===== config.mk =====
export PLATFORM = sky130hd
export DESIGN_NAME = link_restart_controller_top
export DESIGN_NICKNAME = d
export VERILOG_FILES = /design/src/rtl/lrc_pkg.sv /design/src/rtl/link_restart_controller_top.sv /design/src/rtl/lrc_front.sv /design/src/rtl/lrc_cmd_fifo.sv /design/src/rtl/lrc_back.sv
export SDC_FILE = /design/constraint.sdc
export NUM_CORES = 1
export LEC_CHECK = 0
export ABC_AREA = 0
export BUFFER_PORTS_ARGS = -buffer_cell sky130_fd_sc_hd__buf_2
export CAP_MARGIN = 20
export CORE_MARGIN = 3
export CORE_UTILIZATION = 40
export CTS_BUF_LIST = sky130_fd_sc_hd__clkbuf_8
export CTS_CLUSTER_SIZE = 40
export DETAILED_ROUTE_END_ITERATION = 10
export PLACE_DENSITY = 0.56
export SYNTH_ARGS = -nofsm -noshare
export SYNTH_HDL_FRONTEND = slang
export SYNTH_SLANG_ARGS = --single-unit

===== constraint.sdc =====
create_clock -name clk -period 4.4 [get_ports clk]
set_input_delay 0 -clock clk [delete_from_list [all_inputs] [get_ports clk]]
set_output_delay 0 -clock clk [all_outputs]
set_load 0.005 [all_outputs]

===== src/rtl/lrc_pkg.sv =====
// Shared types and codes for the link restart controller.
package lrc_pkg;

  localparam int unsigned HANDLE_W = 8;
  localparam int unsigned TIMER_W  = 16;
  localparam int unsigned TYPE_W   = 3;
  localparam int unsigned ACT_W    = 3;
  localparam logic [TIMER_W-1:0] T0_RELOAD_RST = 16'd1800;

  // input request types
  localparam logic [TYPE_W-1:0] REQ_TICK    = 3'd0;
  localparam logic [TYPE_W-1:0] REQ_TX      = 3'd1;
  localparam logic [TYPE_W-1:0] REQ_RX_REQ  = 3'd2;
  localparam logic [TYPE_W-1:0] REQ_RX_CONF = 3'd3;

  // result actions
  localparam logic [ACT_W-1:0] ACT_NONE      = 3'd0;
  localparam logic [ACT_W-1:0] ACT_SEND_DATA = 3'd1;
  localparam logic [ACT_W-1:0] ACT_SEND_REQ  = 3'd2;
  localparam logic [ACT_W-1:0] ACT_SEND_CONF = 3'd3;
  localparam logic [ACT_W-1:0] ACT_QUEUED    = 3'd4;
  localparam logic [ACT_W-1:0] ACT_DROPPED   = 3'd5;

  // configuration register indexes
  localparam logic REG_T0_RELOAD = 1'b0;

  typedef enum logic [2:0] {
    CMD_TICK,
    CMD_TX,
    CMD_RX_REQ,
    CMD_RX_CONF,
    CMD_RX_OTHER
  } cmd_kind_t;

  typedef struct packed {
    cmd_kind_t           kind;
    logic [HANDLE_W-1:0] handle;
    logic                link_up;
  } cmd_t;

  // handshake between command queue and back end
  typedef struct packed {
    logic valid;
    cmd_t cmd;
  } cmd_req_t;

endpackage


===== src/rtl/link_restart_controller_top.sv =====
// Link restart controller: APB register, command front end, queue and back end.
// First result of a request passes the queue register and then the result register,
//   and also S_FLUSH when a received frame starts a flush without a confirmation.
// Throughput: one command per cycle in the back end while the output is free and no
//   extra result waits; a flush sends one held handle per cycle while output is free.
// Reset (rst_n, synchronous): flag, T0 timer, queue pointers and count cleared,
//   t0_reload back to 1800; held frame memory is not cleared.
module link_restart_controller_top #(
  parameter int unsigned QUEUE_DEPTH = 16
) (
  input  logic        clk,
  input  logic        rst_n,
  input  logic        in_tvalid,
  output logic        in_tready,
  input  logic [15:0] in_tdata,   // [7:0] frame_handle, [8] link_up
  input  logic [2:0]  in_tuser,   // [2:0] req_type
  output logic        out_tvalid,
  input  logic        out_tready,
  output logic [7:0]  out_tdata,  // [7:0] out_handle
  output logic [2:0]  out_tuser,  // [2:0] action
  output logic        out_tlast,
  input  logic        cfg_psel,
  input  logic        cfg_penable,
  input  logic        cfg_pwrite,
  input  logic [2:0]  cfg_paddr,
  input  logic [31:0] cfg_pwdata,
  output logic [31:0] cfg_prdata,
  output logic        cfg_pready
);

  logic [lrc_pkg::TIMER_W-1:0] t0_reload_r;
  logic                        q_full, q_push, q_pop;
  lrc_pkg::cmd_t               q_cmd;
  lrc_pkg::cmd_req_t           q_head;

  assign cfg_pready = 1'b1;
  assign cfg_prdata = (cfg_paddr[2] == lrc_pkg::REG_T0_RELOAD)
                      ? {16'd0, t0_reload_r} : 32'd0;

  always_ff @(posedge clk) begin
    if (!rst_n) begin
      t0_reload_r <= lrc_pkg::T0_RELOAD_RST;
    end else if (cfg_psel && cfg_penable && cfg_pwrite && cfg_pready &&
                 (cfg_paddr[2] == lrc_pkg::REG_T0_RELOAD)) begin
      t0_reload_r <= cfg_pwdata[15:0];
    end
  end

  lrc_front u_front (
    .in_tvalid (in_tvalid),
    .in_tready (in_tready),
    .in_tdata  (in_tdata),
    .in_tuser  (in_tuser),
    .q_full    (q_full),
    .q_push    (q_push),
    .q_cmd     (q_cmd)
  );

  lrc_cmd_fifo u_fifo (
    .clk      (clk),
    .rst_n    (rst_n),
    .push     (q_push),
    .push_cmd (q_cmd),
    .full     (q_full),
    .pop      (q_pop),
    .head     (q_head)
  );

  lrc_back #(
    .QUEUE_DEPTH (QUEUE_DEPTH)
  ) u_back (
    .clk        (clk),
    .rst_n      (rst_n),
    .t0_reload  (t0_reload_r),
    .cmd_in     (q_head),
    .cmd_pop    (q_pop),
    .out_tvalid (out_tvalid),
    .out_tready (out_tready),
    .out_handle (out_tdata),
    .out_action (out_tuser),
    .out_last   (out_tlast)
  );

endmodule


===== src/rtl/lrc_front.sv =====
// Front end: accepts input requests and classifies them into commands.
module lrc_front (
  input  logic                       in_tvalid,
  output logic                       in_tready,
  input  logic [15:0]                in_tdata,  // [7:0] frame_handle, [8] link_up
  input  logic [lrc_pkg::TYPE_W-1:0] in_tuser,  // [2:0] req_type
  input  logic                       q_full,
  output logic                       q_push,
  output lrc_pkg::cmd_t              q_cmd
);

  lrc_pkg::cmd_kind_t kind;

  always_comb begin
    case (in_tuser)
      lrc_pkg::REQ_TICK:    kind = lrc_pkg::CMD_TICK;
      lrc_pkg::REQ_TX:      kind = lrc_pkg::CMD_TX;
      lrc_pkg::REQ_RX_REQ:  kind = lrc_pkg::CMD_RX_REQ;
      lrc_pkg::REQ_RX_CONF: kind = lrc_pkg::CMD_RX_CONF;
      default:              kind = lrc_pkg::CMD_RX_OTHER;  // diag, unknown, reserved
    endcase
  end

  assign in_tready      = !q_full;
  assign q_push         = in_tvalid && !q_full;
  assign q_cmd.kind     = kind;
  assign q_cmd.handle   = in_tdata[7:0];
  assign q_cmd.link_up  = in_tdata[8];

endmodule


===== src/rtl/lrc_cmd_fifo.sv =====
// Two-entry command queue between front and back end.
module lrc_cmd_fifo (
  input  logic              clk,
  input  logic              rst_n,
  input  logic              push,
  input  lrc_pkg::cmd_t     push_cmd,
  output logic              full,
  input  logic              pop,
  output lrc_pkg::cmd_req_t head
);

  lrc_pkg::cmd_t slot_r [2];
  lrc_pkg::cmd_t slot_nxt [2];
  logic [1:0]    cnt_r, cnt_nxt;

  assign full       = (cnt_r == 2'd2);
  assign head.valid = (cnt_r != 2'd0);
  assign head.cmd   = slot_r[0];

  always_comb begin
    slot_nxt[0] = slot_r[0];
    slot_nxt[1] = slot_r[1];
    cnt_nxt     = cnt_r;
    if (pop && head.valid) begin
      slot_nxt[0] = slot_r[1];
      cnt_nxt     = cnt_nxt - 2'd1;
    end
    if (push) begin
      if (cnt_nxt == 2'd0) begin
        slot_nxt[0] = push_cmd;
      end else begin
        slot_nxt[1] = push_cmd;
      end
      cnt_nxt = cnt_nxt + 2'd1;
    end
  end

  always_ff @(posedge clk) begin
    if (!rst_n) begin
      cnt_r <= 2'd0;
    end else begin
      cnt_r <= cnt_nxt;
    end
    slot_r[0] <= slot_nxt[0];
    slot_r[1] <= slot_nxt[1];
  end

endmodule


===== src/rtl/lrc_back.sv =====
// Back end: restart state, T0 countdown, held frame queue and result register.
module lrc_back #(
  parameter int unsigned QUEUE_DEPTH = 16
) (
  input  logic                         clk,
  input  logic                         rst_n,
  input  logic [lrc_pkg::TIMER_W-1:0]  t0_reload,
  input  lrc_pkg::cmd_req_t            cmd_in,
  output logic                         cmd_pop,
  output logic                         out_tvalid,
  input  logic                         out_tready,
  output logic [lrc_pkg::HANDLE_W-1:0] out_handle,
  output logic [lrc_pkg::ACT_W-1:0]    out_action,
  output logic                         out_last
);

  localparam int unsigned IDX_W = (QUEUE_DEPTH > 2) ? $clog2(QUEUE_DEPTH) : 1;
  localparam int unsigned CNT_W = $clog2(QUEUE_DEPTH + 1);
  localparam logic [IDX_W-1:0] IDX_LAST = IDX_W'(QUEUE_DEPTH - 1);
  localparam logic [CNT_W-1:0] CNT_FULL = CNT_W'(QUEUE_DEPTH);

  typedef enum logic [1:0] {S_IDLE, S_REQ, S_FLUSH} state_t;

  state_t                       state_r, state_nxt;
  logic                         restarted_r, restarted_nxt;
  logic [lrc_pkg::TIMER_W-1:0]  cd_r, cd_nxt;
  logic [IDX_W-1:0]             head_r, head_nxt, tail_r, tail_nxt;
  logic [CNT_W-1:0]             count_r, count_nxt;
  logic [lrc_pkg::HANDLE_W-1:0] mem [QUEUE_DEPTH];
  logic [lrc_pkg::HANDLE_W-1:0] rd_data_r;
  logic                         wr_en;

  logic                         out_valid_r, out_valid_nxt;
  logic [lrc_pkg::ACT_W-1:0]    out_action_r, out_action_nxt;
  logic [lrc_pkg::HANDLE_W-1:0] out_handle_r, out_handle_nxt;
  logic                         out_last_r, out_last_nxt;

  logic                         out_free;
  logic                         emit;
  logic [lrc_pkg::ACT_W-1:0]    e_action;
  logic [lrc_pkg::HANDLE_W-1:0] e_handle;
  logic                         e_last;

  assign out_free   = !out_valid_r || out_tready;
  assign out_tvalid = out_valid_r;
  assign out_action = out_action_r;
  assign out_handle = out_handle_r;
  assign out_last   = out_last_r;

  always_comb begin
    state_nxt     = state_r;
    restarted_nxt = restarted_r;
    cd_nxt        = cd_r;
    head_nxt      = head_r;
    tail_nxt      = tail_r;
    count_nxt     = count_r;
    cmd_pop       = 1'b0;
    wr_en         = 1'b0;
    emit          = 1'b0;
    e_action      = lrc_pkg::ACT_NONE;
    e_handle      = '0;
    e_last        = 1'b1;

    case (state_r)
      S_IDLE: begin
        if (cmd_in.valid && out_free) begin
          cmd_pop = 1'b1;
          case (cmd_in.cmd.kind)
            lrc_pkg::CMD_TICK: begin
              if (cd_r != '0) begin
                cd_nxt = cd_r - 1'b1;
                if (cd_r == lrc_pkg::TIMER_W'(1)) begin
                  emit     = 1'b1;
                  e_action = lrc_pkg::ACT_SEND_REQ;
                  cd_nxt   = t0_reload;
                end
              end
            end
            lrc_pkg::CMD_TX: begin
              if (restarted_r && cmd_in.cmd.link_up) begin
                emit     = 1'b1;
                e_action = lrc_pkg::ACT_SEND_DATA;
                e_handle = cmd_in.cmd.handle;
              end else begin
                restarted_nxt = 1'b0;
                emit          = 1'b1;
                e_handle      = cmd_in.cmd.handle;
                e_last        = (cd_r != '0);
                if (count_r == CNT_FULL) begin
                  e_action = lrc_pkg::ACT_DROPPED;
                end else begin
                  e_action  = lrc_pkg::ACT_QUEUED;
                  wr_en     = 1'b1;
                  tail_nxt  = (tail_r == IDX_LAST) ? '0 : tail_r + 1'b1;
                  count_nxt = count_r + 1'b1;
                end
                // idle timer: the restart request follows as a second result
                if (cd_r == '0) begin
                  cd_nxt    = t0_reload;
                  state_nxt = S_REQ;
                end
              end
            end
            lrc_pkg::CMD_RX_REQ, lrc_pkg::CMD_RX_CONF: begin
              cd_nxt        = '0;
              restarted_nxt = 1'b1;
              if (cmd_in.cmd.kind == lrc_pkg::CMD_RX_REQ) begin
                emit     = 1'b1;
                e_action = lrc_pkg::ACT_SEND_CONF;
                e_last   = (count_r == '0);
              end
              if (count_r != '0) begin
                state_nxt = S_FLUSH;
              end
            end
            default: begin
              if (restarted_r && (count_r != '0)) begin
                state_nxt = S_FLUSH;
              end
            end
          endcase
        end
      end
      S_REQ: begin
        if (out_free) begin
          emit      = 1'b1;
          e_action  = lrc_pkg::ACT_SEND_REQ;
          state_nxt = S_IDLE;
        end
      end
      S_FLUSH: begin
        if (out_free) begin
          emit      = 1'b1;
          e_action  = lrc_pkg::ACT_SEND_DATA;
          e_handle  = rd_data_r;
          e_last    = (count_r == CNT_W'(1));
          head_nxt  = (head_r == IDX_LAST) ? '0 : head_r + 1'b1;
          count_nxt = count_r - 1'b1;
          if (count_r == CNT_W'(1)) begin
            state_nxt = S_IDLE;
          end
        end
      end
      default: begin
        state_nxt = S_IDLE;
      end
    endcase

    out_valid_nxt  = out_valid_r;
    out_action_nxt = out_action_r;
    out_handle_nxt = out_handle_r;
    out_last_nxt   = out_last_r;
    if (emit) begin
      out_valid_nxt  = 1'b1;
      out_action_nxt = e_action;
      out_handle_nxt = e_handle;
      out_last_nxt   = e_last;
    end else if (out_tready) begin
      out_valid_nxt = 1'b0;
    end
  end

  always_ff @(posedge clk) begin
    if (!rst_n) begin
      state_r     <= S_IDLE;
      restarted_r <= 1'b0;
      cd_r        <= '0;
      head_r      <= '0;
      tail_r      <= '0;
      count_r     <= '0;
      out_valid_r <= 1'b0;
    end else begin
      state_r     <= state_nxt;
      restarted_r <= restarted_nxt;
      cd_r        <= cd_nxt;
      head_r      <= head_nxt;
      tail_r      <= tail_nxt;
      count_r     <= count_nxt;
      out_valid_r <= out_valid_nxt;
    end
    out_action_r <= out_action_nxt;
    out_handle_r <= out_handle_nxt;
    out_last_r   <= out_last_nxt;
  end

  // read port tracks head_nxt: one handle per cycle unless the output stalls
  always_ff @(posedge clk) begin
    if (wr_en) begin
      mem[tail_r] <= cmd_in.cmd.handle;
    end
    rd_data_r <= mem[head_nxt];
  end

endmodule

# Word-level counts from Yosys, hierarchy flattened
# Memory sizes are Yosys's and may differ from the RTL's. A register that Yosys moved wholly into a read port is not among the register bits.
# Index checks and enable logic that the tools add are counted.
# word_totals
reg_bits,63
in_bits,61
ram_bits,152
mem_count,2
out_inout_bits,47
elab_cells,157
# classes
muxes,73
n_reduce_logical,31
eq_ne,29
n_addsub,7
n_bitwise,3
# memory_table
memory,words,width,rd,rd_ports_with_merged_regs,wr,line_no,rtl
u_back.mem,16,8,1,1,1,lrc_back.sv:29,logic [lrc_pkg::HANDLE_W-1:0] mem [QUEUE_DEPTH];
u_fifo.slot_r,2,12,2,0,2,lrc_cmd_fifo.sv:12,lrc_pkg::cmd_t slot_r [2];
# ops
cell,count
16-bit two-way mux,5
16-bit one-hot mux with 3 select lines,1
12-bit two-way mux,3
2-bit two-way mux,13
5-bit two-way mux,5
24-bit two-way mux,1
8-bit two-way mux,3
1-bit two-way mux,23
3-bit one-hot mux with 3 select lines,2
16-bit by 1-bit equality test with 1-bit output (second input constant),1
16-bit logical NOT,1
4-bit two-way mux,4
8-bit one-hot mux with 2 select lines,1
16-bit nonzero test,1
16-bit by 1-bit subtractor with 16-bit output (second input constant),1
3-bit by 2-bit equality test with 1-bit output (second input constant),4
2-bit by 1-bit != test with 1-bit output (second input constant),6
2-bit one-hot mux with 3 select lines,2
3-bit one-hot mux with 4 select lines,1
6-bit AND reduction,2
2-bit != test (second input constant),5
5-bit one-hot mux with 2 select lines,1
3-bit two-way mux,3
9-bit AND reduction,1
29 further kinds,53

# Logic depth before layout (Yosys ltp)
# Gate-level depths: netlist of the first run.
# logic_depth
ltp_word,10
mapped_depth,12

# Hierarchy
# From an unflattened synthesis of the first run, not the netlist that was laid out.
# unflattened
hier_cells,898
hier_area_um2,10322.4
# by_module_without_submodules
mod,seq_area_each_um2,cells_per_inst,instances,area_each_um2
lrc_back,5024.8,683,1,8174.1
lrc_cmd_fifo,640.6,95,1,1127.3
link_restart_controller_top,320.3,106,1,927.1
lrc_front,0.0,14,1,93.8

# Worst setup path after synthesis of the first run
# OpenSTA, ideal clock, no wires.
# synth_path
path_kind,register to register
startpoint,reg u_back.state_r[0] (netlist name)
endpoint,"mem u_fifo.slot_r[0][12] (netlist name), enable pin"
arrival_time_ns,2.092
setup_slack_ns,1.927
path_stages_with_launch,9
n_path_buf,2
setup_ns,0.380
path_cell_list,dfxtp_1 > inv_1 > ha_1 > clkbuf_1 > nor3b_1 > buf_2 > xnor2_1 > ha_1 > nor2_1
# synth_lines
item,line_no
end: declaration,lrc_cmd_fifo.sv:12

# Worst setup path after layout of the first run
# layout_path
startpoint,reg u_back.state_r[0]
endpoint,"mem u_back.mem[15][0] (netlist name), enable pin"
# layout_via
elab_chain_cells,4
# layout_rtl
item,line_no,rtl
start: declaration,lrc_back.sv:24,"state_t state_r, state_nxt;"
start signal: assignment,lrc_back.sv:173,state_r <= state_nxt;
2-bit logical NOT,lrc_back.sv:64,case (state_r)
1-bit two-way mux,lrc_back.sv:64,
1-bit two-way mux,lrc_back.sv:188,if (wr_en) begin
1-bit two-way mux (not written as such),lrc_back.sv:189,mem[tail_r] <= cmd_in.cmd.handle;
end: declaration,lrc_back.sv:29,
# No other way between the ends.

==> results.sh, run 1 <==
export IMPL_diodes=0
export IMPL_drive_above_1_share=0.150
export IMPL_hold_ws_ns=0.0387
export IMPL_finClkSkew_ns=0.0220
export IMPL_drt_first_pass_iters=5
export IMPL_synth_area_sq_um=9860
export IMPL_leakagePower_nw=4.21
export IMPL_numCtsBuffers=40
export IMPL_grt_pass1_wl_um=36700
export IMPL_yosysWarnings=0
export IMPL_rows=56
export IMPL_seq_area_frac_synth=0.607
export IMPL_synth_cell_type_count=62
export IMPL_avgViaCountPerCell=5.17
export IMPL_synth_edff_count=152
export IMPL_final_cell_mix="edfxtp_1, nand2_1, dfxtp_1"
export IMPL_grt_pass1_vias=6536
export IMPL_clk_latency_ns=0.53
export IMPL_synth_top_area_frac=0.463
export IMPL_dr_wl_met2_um=10300
export IMPL_clkTransAtPathRegs_ns=0.06
export IMPL_rsz0062_at_grt="false"
export IMPL_worstSetupEndpointType="flip-flop"
export IMPL_critPathLaunchType="flip-flop"
export IMPL_final_hold_viol_count=0
export IMPL_io_buffers=65
export IMPL_core_area_sq_um=23800
export IMPL_nNetsFinal=1030
export IMPL_yosys_register_bits=223
export IMPL_cp_arrival_ns=3.22
export IMPL_syn_area_per_cell_sq_um=11.7
export IMPL_synth_main_ff_cell="edfxtp_1"
export IMPL_antenna_left=0
export IMPL_layout_commonest_cell="edfxtp_1"
export IMPL_synth_largest_area_cell="edfxtp_1"
export IMPL_status="finished, final reports clean"
export IMPL_path_class="flip-flop to flip-flop"
export IMPL_drc=0
export IMPL_cts_resized_gates=0
export IMPL_drv_slew=0
export IMPL_wl_um=23100
export IMPL_initial_core_util=0.414
export IMPL_hpwl_um=14900
export IMPL_relSlewSlack=0.313
export IMPL_routed_top_layer="met4"
export IMPL_cts_sinks=223
export IMPL_worst_path_max_fanout=20
export IMPL_fin_setup_tns_ns=0
export IMPL_die_area_sq_um=26600
export IMPL_fmax_ghz=0.326
export IMPL_grt_max_degree=65
export IMPL_maxCapViolations=0
export IMPL_period_needed_ns=3.07
export IMPL_hold_class="input port to flip-flop"
export IMPL_wl_met3_um=1290
export IMPL_cts_path_max_buffers=3
export IMPL_drt_wirelength_per_cell_um=17.8
export IMPL_vdd_drop_max_mv=0.379
export IMPL_clockRootBuffer="clkbuf_8"
export IMPL_required_ns=4.55
export IMPL_vias=6724
export IMPL_cts_tree="yes"
export IMPL_grtUsageTotal=0.176
export IMPL_synth_top_cells_by_area="edfxtp_1, dfxtp_1, mux2i_1"
export IMPL_wl_met1_um=11200
export IMPL_fp_dieW_um=163
export IMPL_io_pins=108
export IMPL_htreeDepth=2
export IMPL_async_flop_share=0
export IMPL_fin_crit_sh=0.698
export IMPL_overflow=0
export IMPL_worstMarginPinSlew_ns=1.03
export IMPL_layout_area_overhead_vs_synth_pct=16.9
export IMPL_netlist_instances=845
export IMPL_power_density_nw_per_um2=647
export IMPL_routabilityCongestion=0.827
export IMPL_drt_iter0_drc=401
export IMPL_final_setup_viol_count=0
export IMPL_die_y_um=163
export IMPL_antenna_found_initial=0
==> metrics by stage <==
| step | worst slack, ns | util | std cells | total power, W | instance area [sq um] |
|---|---|---|---|---|---|
| finish | 1.33 | 0.484 | 1301 | 0.00746 | 11500 |
| global route | 1.11 | 0.484 | 1301 | 0.00796 | 11500 |
| CTS | 1.27 | 0.484 | 1301 | 0.00753 | 11500 |
| detailed placement | 1.28 | 0.438 | 1196 | 0.00565 | 10400 |
| global placement | 1.30 | 0.438 | 1196 | 0.00561 | 10400 |
| floorplan | 1.93 | - | 860 | 0.00490 | 9920 |
==> synth_stat cells, types with 17 or more instances <==
cell type  instances
and3_1            20
nor2b_1           22
nor2_1            52
edfxtp_1         152
nand2_1           94
o21ai_0           29
buf_4             17
mux2i_1           39
a211oi_1          19
a21oi_1           49
clkbuf_1          24
ha_1              18
dfxtp_1           71
buf_2             17
==> path summary, 6_finish.rpt <==
kind,startpoint,end,slack [ns],cells after the start
max reg2reg,u_back.state_r[0],u_back.mem[15][0],1.33,7
min reg2reg,t0_reload_r[0],t0_reload_r[0],0.49,2
max,u_back.state_r[0],u_back.mem[15][0],1.33,7
min,rst_n,t0_reload_r[10],0.04,2
==> power by group <==
group / total, W / switching [W] / internal [W]
sequential: 0.00322 / 0.000449 / 0.00277
clock: 0.00184 / 0.000832 / 0.00101
combinational: 0.00240 / 0.00139 / 0.00101
total: 0.00746 / 0.00267 / 0.00479
==> critical path, cell delays in order, from the launching register on <==
cell,delay [ns]
dfxtp_1,0.33
inv_1,0.10
ha_1,0.35
nor3b_2,0.22
buf_4,0.31
and3_1,0.44
nand2_1,0.24
nor2_1,0.69
==> metal layers <==
metal  up-vias  global-route usage
met1      3182               0.258
li1       3314                   -
met2       194               0.270
met3        34              0.0327
met4         0              0.0481
met5         -                   0
==> registers in the layout, indices dropped and copies added (netlist names) <==
name                cells
t0_reload_r            16
u_back.cd_r            16
u_back.count_r          5
u_back.head_r           4
u_back.mem            128
u_back.out_action       3
u_back.out_handle       8
u_back.out_last         1
u_back.out_tvalid       1
u_back.rd_data_r        8
u_back.restarted_r      1
u_back.state_r          2
u_back.tail_r           4
u_fifo.cnt_r            2
u_fifo.slot_r          24
==> cell families after synthesis <==
group	share of synthesized area
AND/OR/NAND/NOR	0.138
flip-flops	0.607
AO/OA/AOI/OAI	0.128
buffers and inverters	0.0395
multiplexers	0.0499
adder cells (fa/ha/maj)	0.0228
XOR/XNOR	0.0142
other	0.000762
==> timing repair <==
item                      4_1_cts  5_1_grt
buffers inserted                0        0
hold endpoints to repair       42        0
hold buffers                   32        0
==> final cells by class <==
| cell class | count | area (sq um) |
|---|---|---|
| clock inverters | 31 | 184 |
| flip-flops and latches | 223 | 5990 |
| multi-input cells | 558 | 3550 |
| inverters | 16 | 60.1 |
| repair buffers | 112 | 771 |
| fillers | 2199 | 12300 |
| well taps | 319 | 399 |
| clock buffers | 42 | 578 |
No activity file was read; power rests on OpenSTA's default activity.
==> run 2, diff against run 1 <==
--- a/config.mk
+++ b/config.mk
@@ -5,7 +5,7 @@
 export SDC_FILE = /design/constraint.sdc
 export NUM_CORES = 1
 export LEC_CHECK = 0
-export ABC_AREA = 0
+export ABC_AREA = 1
 export BUFFER_PORTS_ARGS = -buffer_cell sky130_fd_sc_hd__buf_2
 export CAP_MARGIN = 20
 export CORE_MARGIN = 3
@@ -13,7 +13,7 @@
 export CTS_BUF_LIST = sky130_fd_sc_hd__clkbuf_8
 export CTS_CLUSTER_SIZE = 40
 export DETAILED_ROUTE_END_ITERATION = 10
-export PLACE_DENSITY = 0.56
+export PLACE_DENSITY = 0.58
 export SYNTH_ARGS = -nofsm -noshare
 export SYNTH_HDL_FRONTEND = slang
 export SYNTH_SLANG_ARGS = --single-unit
==> constraint.sdc (replaced) <==
create_clock -name clk -period 2.6 [get_ports clk]
set_input_delay 0 -clock clk [delete_from_list [all_inputs] [get_ports clk]]
set_output_delay 0 -clock clk [all_outputs]
set_load 0.005 [all_outputs]
==> run 2 against run 1 <==
  * Cell count grew 26%
  * Routed wire length rose by 14%
  * Hold slack improved by 0.17 ns
  * Synthesized cell count increased by 35%
  * Total power grew 84%
  * Area after synthesis increased by 8.6%
  * Sequential share of layout area is 4.4 points lower
  * Combinational power grew 110%
  * Critical path depth rose by 2
  * Final area grew 9.3%
  * Utilization decreased by 0.31 points
  * Largest power group unchanged
==> results.sh, run 2 <==
export IMPL_max_stage_delay_ns=0.52
export IMPL_cp_arrival_ns=2.82
export IMPL_avgViaCountPerCell=5.02
export IMPL_grt_pass1_wl_um=42200
export IMPL_antenna_found_initial=0
export IMPL_vias=8242
export IMPL_post_cts_buffers=0
export IMPL_fp_dieW_um=170
export IMPL_r2r_setup_slack_ns=0.20
export IMPL_clkTransAtPathRegs_ns=0.05
export IMPL_grtUsageTotal=0.183
export IMPL_htreeDepth=2
export IMPL_clockRootBuffer="clkbuf_8"
export IMPL_synth_main_ff_cell="edfxtp_1"
export IMPL_r2r_start="u_back.state_r[0]"
export IMPL_hold_ws_ns=0.208
export IMPL_final_setup_viol_count=0
export IMPL_drt_iter0_drc=670
export IMPL_largest_reg_flops=128
export IMPL_drv_slew=0
export IMPL_required_ns=3.02
export IMPL_drive_above_1_share=0.147
export IMPL_synth_top_area_frac=0.426
export IMPL_netlist_instances=1144
export IMPL_grt_max_degree=65
export IMPL_overflow=0
export IMPL_synth_top_cells_by_area="edfxtp_1, dfxtp_1, nand3_1"
export IMPL_regMostFlops="u_back.mem"
export IMPL_worstRegToRegCells=9
export IMPL_top_regs="u_back.mem (128), u_fifo.slot_r (24)"
export IMPL_fmax_ghz=0.417
export IMPL_layout_commonest_cell="nand2_1"
export IMPL_seq_area_frac_synth=0.559
export IMPL_maxCapViolations=0
export IMPL_cts_tree="yes"
export IMPL_hold_path_depth=2
export IMPL_cts_sinks=223
export IMPL_rsz0062_at_grt="false"
export IMPL_io_buffers=65
export IMPL_wl_um=26300
export IMPL_layout_area_overhead_vs_synth_pct=17.6
export IMPL_drt_wirelength_per_cell_um=16.0
export IMPL_placed_cell_area_sq_um=11300
export IMPL_syn_area_per_cell_sq_um=9.36
export IMPL_yosys_register_bits=223
export IMPL_numCtsBuffers=40
export IMPL_diodes=0
export IMPL_hp_start="in_tdata[2]"
export IMPL_hpwl_um=16800
export IMPL_r2r_end="u_back.rd_data_r[2]"
export IMPL_crit_path_start="u_back.state_r[0]"
export IMPL_vdd_drop_max_mv=0.426
export IMPL_leakagePower_nw=5.36
export IMPL_relSlewSlack=0.362
export IMPL_finalInstanceArea_sq_um=12600
export IMPL_fin_setup_tns_ns=0
export IMPL_cts_path_max_buffers=3
export IMPL_routabilityCongestion=0.846
export IMPL_fin_crit_sh=0.922
export IMPL_async_flop_share=0
export IMPL_worst_path_max_fanout=32
export IMPL_core_area_sq_um=26200
export IMPL_crit_slowest_cell="o21ai_4"
export IMPL_die_area_sq_um=28800
export IMPL_crit_chain="inv_1, ha_1, nand2_4, o21ai_4, inv_2, nand3_1, nand3_1, nand3_1, nand2_1"
export IMPL_synth_cell_type_count=41
export IMPL_path_buf_inv=2
export IMPL_io_pins=108
export IMPL_nNetsFinal=1354
export IMPL_period_needed_ns=2.40
export IMPL_final_hold_viol_count=0
export IMPL_grt_pass1_vias=7978
export IMPL_hold_class="input port to flip-flop"
export IMPL_path_class="flip-flop to flip-flop"
export IMPL_final_cell_mix="nand2_1, inv_1, edfxtp_1"
export IMPL_power_density_nw_per_um2=1090
export IMPL_synth_edff_count=152
export IMPL_synth_area_sq_um=10700
export IMPL_yosysMostFrequentCell="nand2_1"
export IMPL_yosysWarnings=0
export IMPL_drc=0
export IMPL_synth_common_cells="nand2_1, edfxtp_1, inv_1, nand3_1, nor2_1"
export IMPL_initial_core_util=0.409
export IMPL_antenna_left=0
export IMPL_path_depth=9
export IMPL_cpMostUsedCell="nand3_1"
export IMPL_critPathLaunchType="flip-flop"
export IMPL_worstSetupEndpointType="flip-flop"
export IMPL_clk_latency_ns=0.54
export IMPL_min_to="u_fifo.slot_r[0][15]"
export IMPL_synth_largest_area_cell="edfxtp_1"
export IMPL_finClkSkew_ns=0.0309
export IMPL_die_y_um=170
export IMPL_rows=59
export IMPL_drt_first_pass_iters=5
export IMPL_status="finished, final reports clean"
export IMPL_worstMarginPinSlew_ns=0.956
export IMPL_crit_family="simple AND/OR/NAND/NOR gates"
-- run 2: changes by cell type in the layout (fill, tap and decap cells not counted), moves of 18 or more --
cell	previous run	this run
nor2b_1	22	0
o21ai_0	29	48
o21ai_1	3	23
nor2_1	52	96
a211oi_1	19	1
nand2_1	94	171
and3_1	20	1
nand3b_1	1	57
mux2i_1	39	0
nand3_1	14	143
inv_1	35	165
-- run 2: repair_timing --
action,CTS,global route
gates resized for setup,0,0
hold endpoints to repair,48,0
hold buffers,47,0
-- run 2: how the worst max path moves through the flow --
| stage | slack (ns) | to |
|---|---|---|
| after floorplan | 0.39 | u_fifo.slot_r[0][12] |
| after global placement | 0.24 | u_back.rd_data_r[2] |
| after detailed placement | 0.20 | u_back.rd_data_r[2] |
| after CTS | 0.19 | u_back.rd_data_r[2] |
| after global routing | 0.02 | u_back.cd_r[11] |
| final | 0.20 | u_back.rd_data_r[2] |
-- run 2: area by class of cell --
class / instances / area [sq um]
Clock buffer: 46 / 633
Clock inverter: 28 / 143
Fill cell: 2489 / 13600
Inverter: 154 / 583
Multi-Input combinational cell: 711 / 3740
Sequential cell: 223 / 5990
Tap cell: 335 / 419
Timing Repair Buffer: 145 / 1090
-- run 2: stage by stage --
step | utilization | power, W | setup slack, ns | cells
after floorplan | - | 0.00911 | 0.391 | 1159
after global placement | 0.433 | 0.0106 | 0.241 | 1521
after detailed placement | 0.433 | 0.0106 | 0.198 | 1521
after CTS | 0.481 | 0.0138 | 0.194 | 1642
after global routing | 0.481 | 0.0148 | 0.0187 | 1642
final | 0.481 | 0.0137 | 0.204 | 1642
-- run 2: logic make-up after synthesis --
logic type,after synthesis,synth area share
xor+xnor,8,0.00830
buf+inv,225,0.0976
fa+ha+maj,18,0.0210
flops,223,0.559
compound gates,160,0.0841
simple gates,508,0.229
other cells,2,0.000701
-- run 2: per-layer routing --
metal,share of wire,routed length (um),GRT usage
met2,0.44,11500,0.283
met5,0,0,0
met1,0.50,13100,0.269
met3,0.046,1210,0.0275
met4,0.018,484,0.0519
-- run 2: report_power, final --
group	leakage, nW	switching, W	internal [W]
clock network	0.470	0.00140	0.00171
registers	1.96	0.000768	0.00477
logic	2.92	0.00327	0.00182
total	5.36	0.00544	0.00830
==> run 3, diff against run 2 <==
--- a/config.mk
+++ b/config.mk
@@ -13,7 +13,8 @@
 export CTS_BUF_LIST = sky130_fd_sc_hd__clkbuf_8
 export CTS_CLUSTER_SIZE = 40
 export DETAILED_ROUTE_END_ITERATION = 10
-export PLACE_DENSITY = 0.58
+export PLACE_DENSITY_LB_ADDON = 0.12
 export SYNTH_ARGS = -nofsm -noshare
 export SYNTH_HDL_FRONTEND = slang
+export SYNTH_HIERARCHICAL = 1
 export SYNTH_SLANG_ARGS = --single-unit
==> run 3 against run 2 <==
  * Critical path depth is 7 higher
  * Fmax is 3.1% higher
  * Register-to-register slack better by 0.07 ns
  * Sequential power is 2% lower
  * Routed wire length is 3.7% higher
  * Final area is 4.6% higher
  * Critical path type unchanged
  * Sequential share of layout area is 2.1 points lower
  * Highest routed layer unchanged
  * Largest power group is now combinational logic
==> results.sh, run 3 <==
export IMPL_status="finished, final reports clean"
export IMPL_vias=8457
export IMPL_maxCapViolations=0
export IMPL_avgViaCountPerCell=4.66
export IMPL_worstSetupEndpointType="flip-flop"
export IMPL_die_area_sq_um=30000
export IMPL_drt_first_pass_iters=5
export IMPL_drv_slew=0
export IMPL_cts_path_max_buffers=3
export IMPL_yosysWarnings=6
export IMPL_critPathLaunchType="flip-flop"
export IMPL_grt_pass1_wl_um=44000
export IMPL_largest_reg_flops=128
export IMPL_die_y_um=173
export IMPL_routabilityCongestion=0.809
export IMPL_hp_start="rst_n"
export IMPL_worst_path_max_fanout=12
export IMPL_initial_core_util=0.411
export IMPL_regMostFlops="u_back/mem"
export IMPL_drc=0
export IMPL_synth_common_cells="nand2_1, inv_1, nand3_1, edfxtp_1, nor2_1"
export IMPL_fillers=2671
export IMPL_top_regs="u_back/mem (128), u_fifo/slot_r (24)"
export IMPL_cp_arrival_ns=2.74
export IMPL_async_flop_share=0
export IMPL_synth_cell_type_count=44
export IMPL_io_pins=108
export IMPL_drt_wirelength_per_cell_um=15.0
export IMPL_rsz0062_at_grt="false"
export IMPL_final_cell_mix="nand2_1, inv_1, nand3_1"
export IMPL_r2r_setup_slack_ns=0.28
export IMPL_synth_edff_count=152
export IMPL_synth_area_sq_um=11200
export IMPL_worstMarginPinSlew_ns=0.961
export IMPL_grtUsageTotal=0.182
export IMPL_syn_area_per_cell_sq_um=8.73
export IMPL_nNetsFinal=1493
export IMPL_leakagePower_nw=5.91
export IMPL_min_to="u_fifo/cnt_r[0]"
export IMPL_fp_dieW_um=173
export IMPL_synth_top_area_frac=0.409
export IMPL_clk_latency_ns=0.54
export IMPL_io_buffers=65
export IMPL_numCtsBuffers=40
export IMPL_final_setup_viol_count=0
export IMPL_antenna_found_initial=0
export IMPL_htreeDepth=2
export IMPL_yosysMostFrequentCell="nand2_1"
export IMPL_layout_commonest_cell="nand2_1"
export IMPL_p_total_w=0.0142
export IMPL_clkTransAtPathRegs_ns=0.05
export IMPL_cts_sinks=223
export IMPL_hold_class="input port to flip-flop"
export IMPL_period_needed_ns=2.32
export IMPL_overflow=0
export IMPL_grt_pass1_vias=8113
export IMPL_path_class="flip-flop to flip-flop"
export IMPL_yosys_register_bits=223
export IMPL_placed_cell_area_sq_um=11800
export IMPL_final_hold_viol_count=0
export IMPL_hpwl_um=17600
export IMPL_power_density_nw_per_um2=1070
export IMPL_rows=60
export IMPL_wl_um=27300
export IMPL_synth_largest_area_cell="edfxtp_1"
export IMPL_core_area_sq_um=27200
export IMPL_post_cts_buffers=0
export IMPL_diodes=0
export IMPL_netlist_instances=1279
export IMPL_drt_iter0_drc=493
export IMPL_fin_crit_sh=0.894
export IMPL_cts_tree="yes"
export IMPL_finClkSkew_ns=0.0295
export IMPL_worstRegToRegCells=16
export IMPL_drive_above_1_share=0.154
export IMPL_required_ns=3.02
export IMPL_antenna_left=0
export IMPL_relSlewSlack=0.358
export IMPL_layout_area_overhead_vs_synth_pct=18.1
export IMPL_fmax_ghz=0.430
export IMPL_synth_main_ff_cell="edfxtp_1"
export IMPL_synth_top_cells_by_area="edfxtp_1, dfxtp_1, nand2_1"
export IMPL_grt_max_degree=41
export IMPL_clockRootBuffer="clkbuf_8"
export IMPL_seq_area_frac_synth=0.536
export IMPL_r2r_start="u_fifo/cnt_r[0]"
export IMPL_fin_setup_tns_ns=0
export IMPL_r2r_end="u_fifo/slot_r[0][3]"
export IMPL_vdd_drop_max_mv=0.519
export IMPL_finalInstanceArea_sq_um=13200
export IMPL_hold_path_depth=4
==> run 3: cell types whose count changed after synthesis, moves of 6 or more <==
cell and change:
o21ai_0 -12, nand3_1 +22, a31oi_1 -13, nand2_2 +8, nand3b_1 -25, buf_6 -7, buf_4 +23, inv_1 +58
nor2_2 +14, o21a_1 +6, o21ai_1 -21, nand2_1 +106, a21oi_1 -23
==> run 3: cell families after synthesis <==
| family | share of synthesized area |
|---|---|
| AOI/OAI and AO/OA | 0.0520 |
| other | 0.000673 |
| adders and majority gates | 0.0202 |
| DFF | 0.536 |
| xor gates and xnor gates | 0.00549 |
| buffers and inverters | 0.123 |
| and+or+nand+nor | 0.262 |
==> run 3: timing repair <==
action | 4_1_cts | 5_1_grt
setup endpoints to repair | 0 | 12
gates resized for setup | 0 | 2
hold endpoints to repair | 43 | 0
hold buffers | 62 | 0
==> run 3: how the worst max path moves through the flow <==
stage	startpoint	to	slack (ns)	cells after the start
3_3_place_gp	u_fifo/cnt_r[0]	u_fifo/slot_r[0][3]	0.26	16
3_5_place_dp	u_fifo/cnt_r[0]	u_fifo/slot_r[0][11]	0.20	16
6_report	u_fifo/cnt_r[0]	u_fifo/slot_r[0][3]	0.28	16
4_1_cts	u_fifo/cnt_r[0]	u_fifo/slot_r[0][11]	0.18	16
5_1_grt	u_fifo/cnt_r[0]	u_fifo/slot_r[0][3]	0.03	16
2_1_floorplan	u_fifo/cnt_r[0]	u_fifo/slot_r[0][12]	0.18	13
==> run 3: layer usage <==
| metal | track usage | share of wire | vias to the layer above |
|---|---|---|---|
| met5 | 0 | 0 | - |
| met4 | 0.0429 | 0.017 | 0 |
| met3 | 0.0321 | 0.058 | 40 |
| met2 | 0.272 | 0.43 | 212 |
| met1 | 0.274 | 0.50 | 3870 |
| li1 | - | - | 4335 |
==> run 3: report_power, final <==
part           leakage, nW  switching (W)  internal, W
Sequential            1.97       0.000700      0.00472
Clock                0.466        0.00142      0.00173
Combinational         3.48        0.00363      0.00196
==> run 3: area by class of cell <==
class | count | area, sq um | area share
clock buffer | 50 | 688 | 0.0522
clock inverter | 21 | 87.6 | 0.00664
inverter | 214 | 812 | 0.0616
multi-input combinational | 772 | 3860 | 0.293
sequential | 223 | 5990 | 0.454
tap | 372 | 465 | 0.0353
timing repair buffer | 163 | 1280 | 0.0970
==> run 3: stage by stage <==
stage,setup WS (ns),utilization,hold WS [ns],std cells
global route,0.0326,0.485,0.0421,1815
finish,0.276,0.485,0.0314,1815
detailed placement,0.196,0.434,0.199,1682
floorplan,0.178,-,0.120,1294
CTS,0.177,0.485,0.00618,1815
global placement,0.263,0.434,0.200,1682
==> run 3: critical path: stages, from the launching register on <==
cell and delay [ns]:
dfxtp_1 0.34, inv_1 0.07, ha_1 0.25, inv_2 0.13, nand2_1 0.12, inv_2 0.08
nand2_1 0.08, inv_2 0.14, inv_1 0.09, nor2_4 0.09, nand2_1 0.06, nand2_2 0.07
ha_1 0.19, nand2_1 0.11, buf_4 0.22, o211ai_1 0.10, nand2_1 0.07
